[config.mk]
export PLATFORM = sky130hd
export DESIGN_NAME = ifa_div
export DESIGN_NICKNAME = d
export VERILOG_FILES = /design/src/hdl/ifa_pkg.sv /design/src/hdl/ifa_div.sv
export SDC_FILE = /design/constraint.sdc
export NUM_CORES = 2
export LEC_CHECK = 0
export ABC_AREA = 0
export ABC_CLOCK_PERIOD_IN_PS = 4000
export BUFFER_PORTS_ARGS = -buffer_cell sky130_fd_sc_hd__buf_2
export CAP_MARGIN = 5
export CORE_MARGIN = 2
export CORE_UTILIZATION = 65
export CTS_BUF_LIST = sky130_fd_sc_hd__clkbuf_4
export CTS_CLUSTER_DIAMETER = 120
export DETAILED_ROUTE_END_ITERATION = 8
export HOLD_SLACK_MARGIN = 0.02
export PLACE_DENSITY = 0.82
export SKIP_LAST_GASP = 1
export SYNTH_ARGS = -nofsm -noshare
export SYNTH_HDL_FRONTEND = slang
export SYNTH_SLANG_ARGS = --single-unit
[constraint.sdc]
create_clock -name clk -period 4 [get_ports clk]
set_input_delay 0.6 -clock clk [delete_from_list [all_inputs] [get_ports clk]]
set_output_delay 0.6 -clock clk [all_outputs]
set_load 0.03 [all_outputs]
[src/hdl/ifa_pkg.sv]
// Package with opcodes, pipeline types and constants for the folding ALU.
`timescale 1ns / 1ps
`default_nettype none
package ifa_pkg;
  localparam int unsigned WordW = 32;
  localparam int unsigned OpW = 5;
  localparam int unsigned DivStages = 32;

  typedef enum logic [4:0] {
    OP_ADD = 5'd0, OP_SUB = 5'd1, OP_MUL = 5'd2, OP_DIV = 5'd3, OP_REM = 5'd4,
    OP_SHL = 5'd5, OP_SHR = 5'd6, OP_AND = 5'd7, OP_OR = 5'd8, OP_XOR = 5'd9,
    OP_EQ = 5'd10, OP_NE = 5'd11, OP_UGT = 5'd12, OP_UGE = 5'd13,
    OP_ULT = 5'd14, OP_ULE = 5'd15, OP_SGT = 5'd16, OP_SGE = 5'd17,
    OP_SLT = 5'd18, OP_SLE = 5'd19
  } op_t;

  typedef struct packed {
    logic [OpW-1:0]   op;
    logic [WordW-1:0] a;
    logic             fast_div;
    logic             neg_q;
    logic             neg_r;
    logic [WordW-1:0] fast;
  } side_t;
endpackage
`default_nettype wire

[src/hdl/ifa_div.sv]
// Pipelined restoring divider, one quotient bit per stage.
`timescale 1ns / 1ps
`default_nettype none
module ifa_div import ifa_pkg::*; (
  input  wire logic             clk,
  input  wire logic [WordW-1:0] n,
  input  wire logic [WordW-1:0] d,
  output logic [WordW-1:0]      q,
  output logic [WordW-1:0]      r
);
  logic [WordW-1:0] q_r [DivStages+1];
  logic [WordW-1:0] r_r [DivStages+1];
  logic [WordW-1:0] d_r [DivStages+1];
  always_ff @(posedge clk) begin
    q_r[0] <= n;
    r_r[0] <= '0;
    d_r[0] <= d;
    for (int i = 0; i < DivStages; i++) begin
      logic [WordW:0] t;
      t = {r_r[i], q_r[i][WordW-1]};
      if (t >= {1'b0, d_r[i]}) begin
        r_r[i+1] <= WordW'(t - {1'b0, d_r[i]});
        q_r[i+1] <= {q_r[i][WordW-2:0], 1'b1};
      end else begin
        r_r[i+1] <= t[WordW-1:0];
        q_r[i+1] <= {q_r[i][WordW-2:0], 1'b0};
      end
      d_r[i+1] <= d_r[i];
    end
  end
  assign q = q_r[DivStages];
  assign r = r_r[DivStages];
endmodule
`default_nettype wire

==> impl_metrics.env <==
export IMPL_clockBufferDepth=4
export IMPL_maxCapViolations=0
export IMPL_remaining_drc_errors=0
export IMPL_syn_to_final_growth_pct=11.6
export IMPL_worstReg2RegEnd="r_r[27][16]"
export IMPL_async_reset_ff_share_pct=0
export IMPL_grt_max_degree=59
export IMPL_layout_common_cells="3,104 x dfxtp_1, 1,282 x inv_1, 1,052 x clkbuf_4"
export IMPL_numCtsBuffers=755
export IMPL_hpwlAfterDp_um=238000
export IMPL_critPathRequiredTime_ns=5.23
export IMPL_wl_um=323000
export IMPL_hold_class="flop to flop"
export IMPL_fmax_mhz=254
export IMPL_fp_coreArea_sq_um=195000
export IMPL_r2r_slack_ns=0.06
export IMPL_clk_latency_ns=1.45
export IMPL_vias=95500
export IMPL_htree_levels=6
export IMPL_tightestPinTransition_ns=1.02
export IMPL_worstReg2RegStart="d_r[0][835]"
export IMPL_drive_above_1_share_pct=14.9
export IMPL_yosysWarnings=0
export IMPL_die_w_um=447
export IMPL_portBuffers=128
export IMPL_viasPerCell=5.68
export IMPL_period_minus_slack_ns=3.94
export IMPL_drt_pass1_iter_count=8
export IMPL_worstRegToRegCells=12
export IMPL_slew_headroom_pct=31.4
export IMPL_syn_area_sq_um=127000
export IMPL_status="finished, final reports clean"
export IMPL_powerDensity_nw_per_um2=524
export IMPL_leakagePower_nw=67.9
export IMPL_syn_area_per_cell_sq_um=9.96
export IMPL_synthDistinctLibCells=92
export IMPL_antenna_found_initial=22
export IMPL_ant_nets=0
export IMPL_ir_worst_vdd_mv=0.493
export IMPL_clk_pin_slew_ns=0.07
export IMPL_startpoint_type="flop"
export IMPL_grt_usage_pct=31.6
export IMPL_rows=162
export IMPL_synth_edf_count=0
export IMPL_syn_nets=13900
export IMPL_worstPathArrival_ns=5.16
export IMPL_grt_overflow_total=0
export IMPL_syn_inst=12800
export IMPL_fin_crit_sh_pct=98.5
export IMPL_tns_ns=0
export IMPL_hold_path_startpoint="q_r[20][12]"
export IMPL_initial_utilization_pct=65.4
export IMPL_min_to="q_r[21][13]"
export IMPL_drt_iter0_markers=7501
export IMPL_crit_type="flop to flop"
export IMPL_hold_viol=0
export IMPL_synth_main_ff_cell="dfxtp_1"
export IMPL_cp_max_fo=31
export IMPL_holdWs_ns=0.248
export IMPL_skew_ns=0.128
export IMPL_grt_pass1_wl_um=503000
export IMPL_die_h_um=447
export IMPL_wire_per_inst_um=19.2
export IMPL_slew_violations=0
export IMPL_grt_pass1_vias=95100
export IMPL_place_gp_congestion=0.962
export IMPL_ctsRootBufferMaster="clkbuf_4"
export IMPL_dieArea_sq_um=199000
export IMPL_nNetsFinal=14700
export IMPL_layout_commonest_cell="dfxtp_1"
export IMPL_ios=129
export IMPL_postCtsSetupRepairBufs=0
export IMPL_yosysSeqAreaShare_pct=48.8
export IMPL_cts_tree="done"
export IMPL_ys_ff_latch=3104
export IMPL_finalSetupViolCount=0
export IMPL_hold_depth=0
export IMPL_endpoint_kind="flop"
export IMPL_cts_sinks=3104
final cells by class:
cell class                      count  area (sq um)
Clock inverter                    257          1550
Tap cell                         2624          3280
Sequential cell                  3104         62100
Clock buffer                     1052          7900
Inverter                         1284          4820
Antenna cell                       16          40.0
Multi-Input combinational cell   8094         59400
Timing Repair Buffer              372          3030
Fill cell                       14300         52600
report_power, final:
group          internal (W)  switching [W]  total, W  leakage, nW
logic               0.00617        0.00814    0.0143         36.5
clock network        0.0132         0.0126    0.0258         5.63
registers            0.0330        0.00138    0.0344         25.8
cells by family (layout without fill, tap and decap cells):
| group | count (synthesis) | count (layout) | synth area share [%] |
|---|---|---|---|
| DFF | 3104 | 3104 | 48.8 |
| AOI/OAI and AO/OA | 3090 | 3090 | 15.3 |
| and+or+nand+nor | 2523 | 2523 | 9.56 |
| buffers and inverters | 1581 | 2965 | 4.78 |
| adders and majority gates | 1025 | 1025 | 10.3 |
| xor gates and xnor gates | 821 | 821 | 5.65 |
| muxes | 635 | 635 | 5.64 |
| other | 0 | 16 | 0 |
how the worst max path moves through the flow:
stage             endpoint        start  cells past startpoint  slack (ns)
6_report       r_r[27][16]  d_r[0][835]                     12        0.06
5_1_grt         r_r[18][0]  d_r[0][546]                     13      -0.002
4_1_cts        r_r[22][16]  d_r[0][673]                     13        0.16
3_5_place_dp     r_r[9][0]  d_r[0][257]                     12        0.17
3_3_place_gp    r_r[18][0]  d_r[0][546]                     13        0.26
2_1_floorplan  r_r[16][26]  d_r[0][486]                     14        0.69
registers in the layout, summed over array words and instances (netlist names):
| register | flops |
|---|---|
| q_r | 1056 |
| r_r | 1024 |
| d_r | 1024 |
critical path, stage by stage (launching register included):
cell,delay (ns)
dfxtp_1,0.45
inv_1,0.07
ha_1,0.36
o21a_1,0.16
o31a_1,0.19
o21ai_0,0.20
o21a_1,0.25
o311ai_0,0.66
buf_4,0.25
nand4_1,0.22
a31oi_4,0.32
buf_12,0.24
mux2_2,0.38
through the flow:
step,util (%),setup slack [ns],power [W],cells,instance area [sq um]
3_5_place_dp,67.4,0.173,0.0489,15400,131000
6_report,73.0,0.0617,0.0745,16800,142000
5_1_grt,73.0,-0.00162,0.0784,16800,142000
3_3_place_gp,67.4,0.259,0.0485,15400,131000
2_1_floorplan,-,0.694,0.0451,12800,127000
4_1_cts,72.9,0.162,0.0747,16800,142000
synth_stat cells, types with 44 or more instances:
cell / instances / area share (%)
o21bai_1: 124 / 0.73
nand3_1: 196 / 0.77
nor2_1: 611 / 1.8
nor3_1: 137 / 0.54
buf_2: 51 / 0.20
inv_1: 1282 / 3.8
nor2b_1: 146 / 0.72
o211ai_1: 57 / 0.34
a21oi_1: 922 / 3.6
nand2b_1: 104 / 0.51
mux2_2: 550 / 4.9
and3_1: 88 / 0.43
or2_2: 48 / 0.24
a31oi_1: 104 / 0.51
nand4_1: 167 / 0.82
o21ai_0: 706 / 2.8
and2_1: 52 / 0.26
dfxtp_1: 3104 / 49
a21o_1: 476 / 2.8
nand2_1: 765 / 2.3
xor2_1: 305 / 2.1
o31ai_1: 73 / 0.43
o21a_1: 159 / 0.94
ha_1: 994 / 9.8
a211oi_1: 70 / 0.41
xnor2_1: 516 / 3.5
o31a_1: 44 / 0.30
clkbuf_1: 226 / 0.67
nor4_1: 50 / 0.25
mux2i_1: 58 / 0.46
repair_timing:
item	4_1_cts	5_1_grt
hold endpoints to repair	64	0
endpoints found under the setup margin	0	54
resized for setup	0	8
hold buffers	128	0
per-layer routing:
layer | global-route usage [%] | wire [um] | up-vias
met5 | 0 | 13 | -
met4 | 15.2 | 14600 | 2
met3 | 5.44 | 19300 | 975
met2 | 54.9 | 158000 | 3404
met1 | 37.9 | 131000 | 44700
li1 | - | - | 46400
Note: power is estimated with default switching activity, not from simulation.
