$ cat config.mk
export PLATFORM = sky130hd
export DESIGN_NAME = ifa_mul
export DESIGN_NICKNAME = d
export VERILOG_FILES = /design/src/hdl/ifa_pkg.sv /design/src/hdl/ifa_mul.sv
export SDC_FILE = /design/constraint.sdc
export NUM_CORES = 2
export LEC_CHECK = 0
export ABC_CLOCK_PERIOD_IN_PS = 9700
export BUFFER_PORTS_ARGS = -buffer_cell sky130_fd_sc_hd__buf_4
export CORE_UTILIZATION = 50
export CTS_CLUSTER_SIZE = 10
export DETAILED_ROUTE_END_ITERATION = 7
export PLACE_DENSITY = 0.66
export SLEW_MARGIN = 20
export SYNTH_ARGS = -nofsm -noshare
export SYNTH_HDL_FRONTEND = slang
export SYNTH_SLANG_ARGS = --single-unit
$ cat constraint.sdc
create_clock -name clk -period 9.7 [get_ports clk]
set_input_delay 1.455 -clock clk [delete_from_list [all_inputs] [get_ports clk]]
set_output_delay 1.455 -clock clk [all_outputs]
set_load 0.03 [all_outputs]
$ cat src/hdl/ifa_pkg.sv
// Package with opcodes, pipeline types and constants for the folding ALU.
`timescale 1ns / 1ps
`default_nettype none
package ifa_pkg;
  localparam int unsigned WordW = 32;
  localparam int unsigned OpW = 5;
  localparam int unsigned DivStages = 32;

  typedef enum logic [4:0] {
    OP_ADD = 5'd0, OP_SUB = 5'd1, OP_MUL = 5'd2, OP_DIV = 5'd3, OP_REM = 5'd4,
    OP_SHL = 5'd5, OP_SHR = 5'd6, OP_AND = 5'd7, OP_OR = 5'd8, OP_XOR = 5'd9,
    OP_EQ = 5'd10, OP_NE = 5'd11, OP_UGT = 5'd12, OP_UGE = 5'd13,
    OP_ULT = 5'd14, OP_ULE = 5'd15, OP_SGT = 5'd16, OP_SGE = 5'd17,
    OP_SLT = 5'd18, OP_SLE = 5'd19
  } op_t;

  typedef struct packed {
    logic [OpW-1:0]   op;
    logic [WordW-1:0] a;
    logic             fast_div;
    logic             neg_q;
    logic             neg_r;
    logic [WordW-1:0] fast;
  } side_t;
endpackage
`default_nettype wire

$ cat src/hdl/ifa_mul.sv
// Pipelined 32x32 multiplier built from three 16x16 partial products.
`timescale 1ns / 1ps
`default_nettype none
module ifa_mul import ifa_pkg::*; #(
  parameter int unsigned Lat = 34
) (
  input  wire logic             clk,
  input  wire logic [WordW-1:0] a,
  input  wire logic [WordW-1:0] b,
  output logic [WordW-1:0]      p
);
  logic [WordW-1:0] ll_r;
  logic [15:0] lh_r, hl_r;
  logic [WordW-1:0] sum_r;
  logic [WordW-1:0] dly_r [Lat-2];
  always_ff @(posedge clk) begin
    ll_r <= a[15:0] * b[15:0];
    lh_r <= a[15:0] * b[31:16];
    hl_r <= a[31:16] * b[15:0];
    sum_r <= ll_r + {lh_r + hl_r, 16'h0000};
    dly_r[0] <= sum_r;
    for (int i = 1; i < Lat - 2; i++) dly_r[i] <= dly_r[i-1];
  end
  assign p = dly_r[Lat-3];
endmodule
`default_nettype wire

==> summary.json <==
{
  "die_area_um2": 81560,
  "setup_tns_ns": 0,
  "top_area_cells_in_the_synthesized_netlist": "sky130_fd_sc_hd__dfxtp_1, sky130_fd_sc_hd__fa_1, sky130_fd_sc_hd__ha_1",
  "grt_usage_pct": 16.51,
  "fin_crit_ns": 6.498,
  "required_ns": 10.23,
  "initial_core_utilization_pct": 50.73,
  "net_count_after_synthesis": 3901,
  "clkLatencyLatePin_ns": 0.64,
  "cts_setup_buffers": 0,
  "tritoncts.num_buffers": 130,
  "clock_sinks": 1120,
  "synth.avg_cell_area_um2": 12.38,
  "cts.root.buffer_cell": "sky130_fd_sc_hd__clkbuf_16",
  "yosys.area.top_type_share_pct": 55.76,
  "synth_edf_count": 0,
  "h_tree_levels": 4,
  "slew_at_the_pin_closest_to_its_max_slew_limit_ns": 0.4917,
  "tritoncts": "yes",
  "final_layout_net_count": 4010,
  "viasPerCell": 4.655,
  "number_of_remaining_drc_errors": 0,
  "hpwl_dp_um": 45000,
  "gp_routability_congestion": 0.8468,
  "placed_cells_incl_taps": 4275,
  "area_growth_pct": 12.54,
  "rsz_0062_raised_after_global_routing": "no",
  "path_delay_family": "adder cells",
  "critPathBufInv": 4,
  "via_count": 20597,
  "hp-class": "flip-flop to flip-flop",
  "critical_path.slowest_cell": "sky130_fd_sc_hd__fa_1",
  "detail_route.wl_per_cell_um": 14.55,
  "register_bit_total_from_synthesis": 1120,
  "worstSetupEndpointType": "flip-flop",
  "synth_cell_type_count": 54,
  "drt_pre_antenna_iters": 7,
  "worst_path_largest_cell_delay_ns": 0.57,
  "holdBufCountCts": 0,
  "ys_seq_area_share_pct": 55.76,
  "slew_headroom_pct": 66.99,
  "die_width_um": 285.6,
  "synthesis.instances": 3248,
  "synth_area_leader_cell": "sky130_fd_sc_hd__dfxtp_1",
  "crit_path_cell_trace": "buf_4 > nand2_1 > fa_1 > fa_1 > fa_1 > fa_1 > inv_1 > fa_1 > inv_1 > fa_1 > inv_1 > ha_1 > and3_1 > o211ai_2 > o211ai_1 > nand3_1 > o31ai_2 > a21oi_1 > mux2i_1 > nand3_1",
  "globalRouteOverflowTotal": 0,
  "synth_top_flop_cell": "sky130_fd_sc_hd__dfxtp_1",
  "dieHeight_um": 285.6,
  "slew_viol_final": 0,
  "final_cells": 4425,
  "max_cap_viol_count": 0,
  "cp.arrival_ns": 7.02,
  "path_common_cell": "sky130_fd_sc_hd__fa_1",
  "fp-row-count": 103,
  "synth_area_um2": 40210,
  "vias_in_the_first_global_route": 21577,
  "crit_fanout": 31,
  "final_layout_size_suffix_gt1_share_pct": 7.795,
  "initial_antenna_violation_count": 1,
  "criticalPathCategory": "input pin to flip-flop",
  "result_of_the_run": "complete, no violations",
  "io_buffer_count": 96,
  "timing_hold_violations_final": 0,
  "initialDrtViolationCount": 841,
  "grt_first_pass_wirelength_um": 107200,
  "fillCellCount": 6639,
  "cts-resized-gates": 0,
  "fin_crit_sh_pct": 66.99,
  "timing.clock.skew_ns": 0.01555,
  "top_level_ports": 97,
  "postSynth.asyncResetShare_pct": 0,
  "cts.clk_slew.worst_paths_ns": 0.05,
  "postRouteWirelength_um": 64370,
  "maxClockFrequency_ghz": 0.1539,
  "fp.coreArea_um2": 79260,
  "yosys_warnings": 0,
  "grt_start_max_net_pins": 33,
  "setup-violations-final": 0,
  "antenna_left": 0,
  "worstSetupStartpointType": "input pin",
  "clock_tree.buffer_depth": 3
}
cell type report:
type / instances / area, um2 / area share (%)
Antenna cell: 1 / 2.502 / 0.005530
Multi-Input combinational cell: 1539 / 15460 / 34.16
Tap cell: 1050 / 1314 / 2.903
Clock inverter: 10 / 160.2 / 0.3539
Clock buffer: 139 / 3413 / 7.542
Sequential cell: 1120 / 22420 / 49.55
Timing Repair Buffer: 96 / 720.7 / 1.593
Inverter: 470 / 1764 / 3.898
cell usage in the layout (no fill, tap or decap), types with 3 or more instances in the layout:
cell type,Yosys,final
sky130_fd_sc_hd__nand2b_1,6,6
sky130_fd_sc_hd__buf_4,32,96
sky130_fd_sc_hd__o21bai_1,8,8
sky130_fd_sc_hd__or2_2,5,5
sky130_fd_sc_hd__nor2b_1,10,10
sky130_fd_sc_hd__a31oi_1,7,7
sky130_fd_sc_hd__nand3_1,14,14
sky130_fd_sc_hd__inv_1,470,470
sky130_fd_sc_hd__and2_1,214,214
sky130_fd_sc_hd__o21ai_0,19,19
sky130_fd_sc_hd__o211ai_1,5,5
sky130_fd_sc_hd__nand2_1,342,342
sky130_fd_sc_hd__dfxtp_1,1120,1120
sky130_fd_sc_hd__nor3_1,19,19
sky130_fd_sc_hd__clkbuf_16,0,135
sky130_fd_sc_hd__ha_1,232,232
sky130_fd_sc_hd__inv_6,0,5
sky130_fd_sc_hd__a21oi_1,48,48
sky130_fd_sc_hd__and3_1,9,9
sky130_fd_sc_hd__o21ai_1,3,3
sky130_fd_sc_hd__fa_1,356,356
sky130_fd_sc_hd__or3_1,4,4
sky130_fd_sc_hd__nor2_1,35,35
sky130_fd_sc_hd__xor2_1,26,26
sky130_fd_sc_hd__a211o_1,3,3
sky130_fd_sc_hd__o21a_1,11,11
sky130_fd_sc_hd__a211oi_1,6,6
sky130_fd_sc_hd__xnor2_1,109,109
sky130_fd_sc_hd__a21o_1,17,17
metal layers:
| layer | GRT usage (%) | share of wire (%) |
|---|---|---|
| met5 | 0 | 0 |
| met3 | 3.573 | 5.2 |
| met1 | 20.73 | 44 |
| met4 | 8.663 | 4.6 |
| met2 | 26.79 | 46 |
sequential cells by signal, indices dropped and copies added (netlist names):
signal	flops
lh_r	16
hl_r	16
dly_r	1024
sum_r	32
ll_r	32
logic make-up (layout without fill, tap and decap cells):
family	Yosys count	count (layout)	share of synthesized area, %
flops	1120	1120	55.76
compound gates	151	151	2.632
xor+xnor	135	135	2.940
fa+ha+maj	588	588	24.94
simple gates	663	663	7.879
buf+inv	589	715	5.797
mux	2	2	0.04979
other cells	0	1	0
synthesized netlist by cell type (all sizes together) (4+ instances only):
cell type	count
inv	470
or3	4
xor2	26
and2	214
nor3	19
and3	10
nor2b	10
nand2	342
fa	356
nor2	35
nand2b	6
xnor2	109
o211ai	6
dfxtp	1120
ha	232
or2	5
a31oi	7
o21ai	22
buf	32
clkbuf	87
nand3	14
o21a	11
a21o	19
a21oi	49
o21bai	8
a211o	4
a211oi	8
worst paths after layout:
| path | start | to | slack (ns) | depth (start not counted) |
|---|---|---|---|---|
| max | b[1] | ll_r[27] | 3.20 | 20 |
| min | dly_r[0][394] | dly_r[0][426] | 0.31 | 0 |
| max reg2reg | lh_r[0] | sum_r[30] | 5.97 | 16 |
| min reg2reg | dly_r[0][394] | dly_r[0][426] | 0.31 | 0 |
worst reg2reg max path: stages, from the launching register on:
cell and delay (ns):
sky130_fd_sc_hd__dfxtp_1 0.30, sky130_fd_sc_hd__ha_1 0.21, sky130_fd_sc_hd__fa_1 0.41, sky130_fd_sc_hd__a21o_1 0.18, sky130_fd_sc_hd__a21oi_1 0.22, sky130_fd_sc_hd__o21bai_1 0.10
sky130_fd_sc_hd__a21oi_1 0.24, sky130_fd_sc_hd__o21ai_1 0.17, sky130_fd_sc_hd__a21o_1 0.21, sky130_fd_sc_hd__a21oi_1 0.17, sky130_fd_sc_hd__xnor2_1 0.09, sky130_fd_sc_hd__ha_1 0.24
sky130_fd_sc_hd__or3_1 0.37, sky130_fd_sc_hd__a211o_1 0.27, sky130_fd_sc_hd__a31oi_1 0.19, sky130_fd_sc_hd__o21bai_1 0.10, sky130_fd_sc_hd__xor2_1 0.15
stage by stage:
stage	hold slack [ns]	cell area (um2)	utilization, %	worst slack (ns)
floorplan	0.3096	40210	-	2.826
CTS	0.3104	45250	57.10	3.249
global route	0.3164	45250	57.10	2.879
detailed placement	0.3121	41680	52.59	2.557
finish	0.3124	45250	57.10	3.202
global placement	0.3096	41680	52.59	2.590
Power is left out: the tool's default activity adds up to more than one toggle a clock period on the data nets, which glitch-free logic cannot reach.
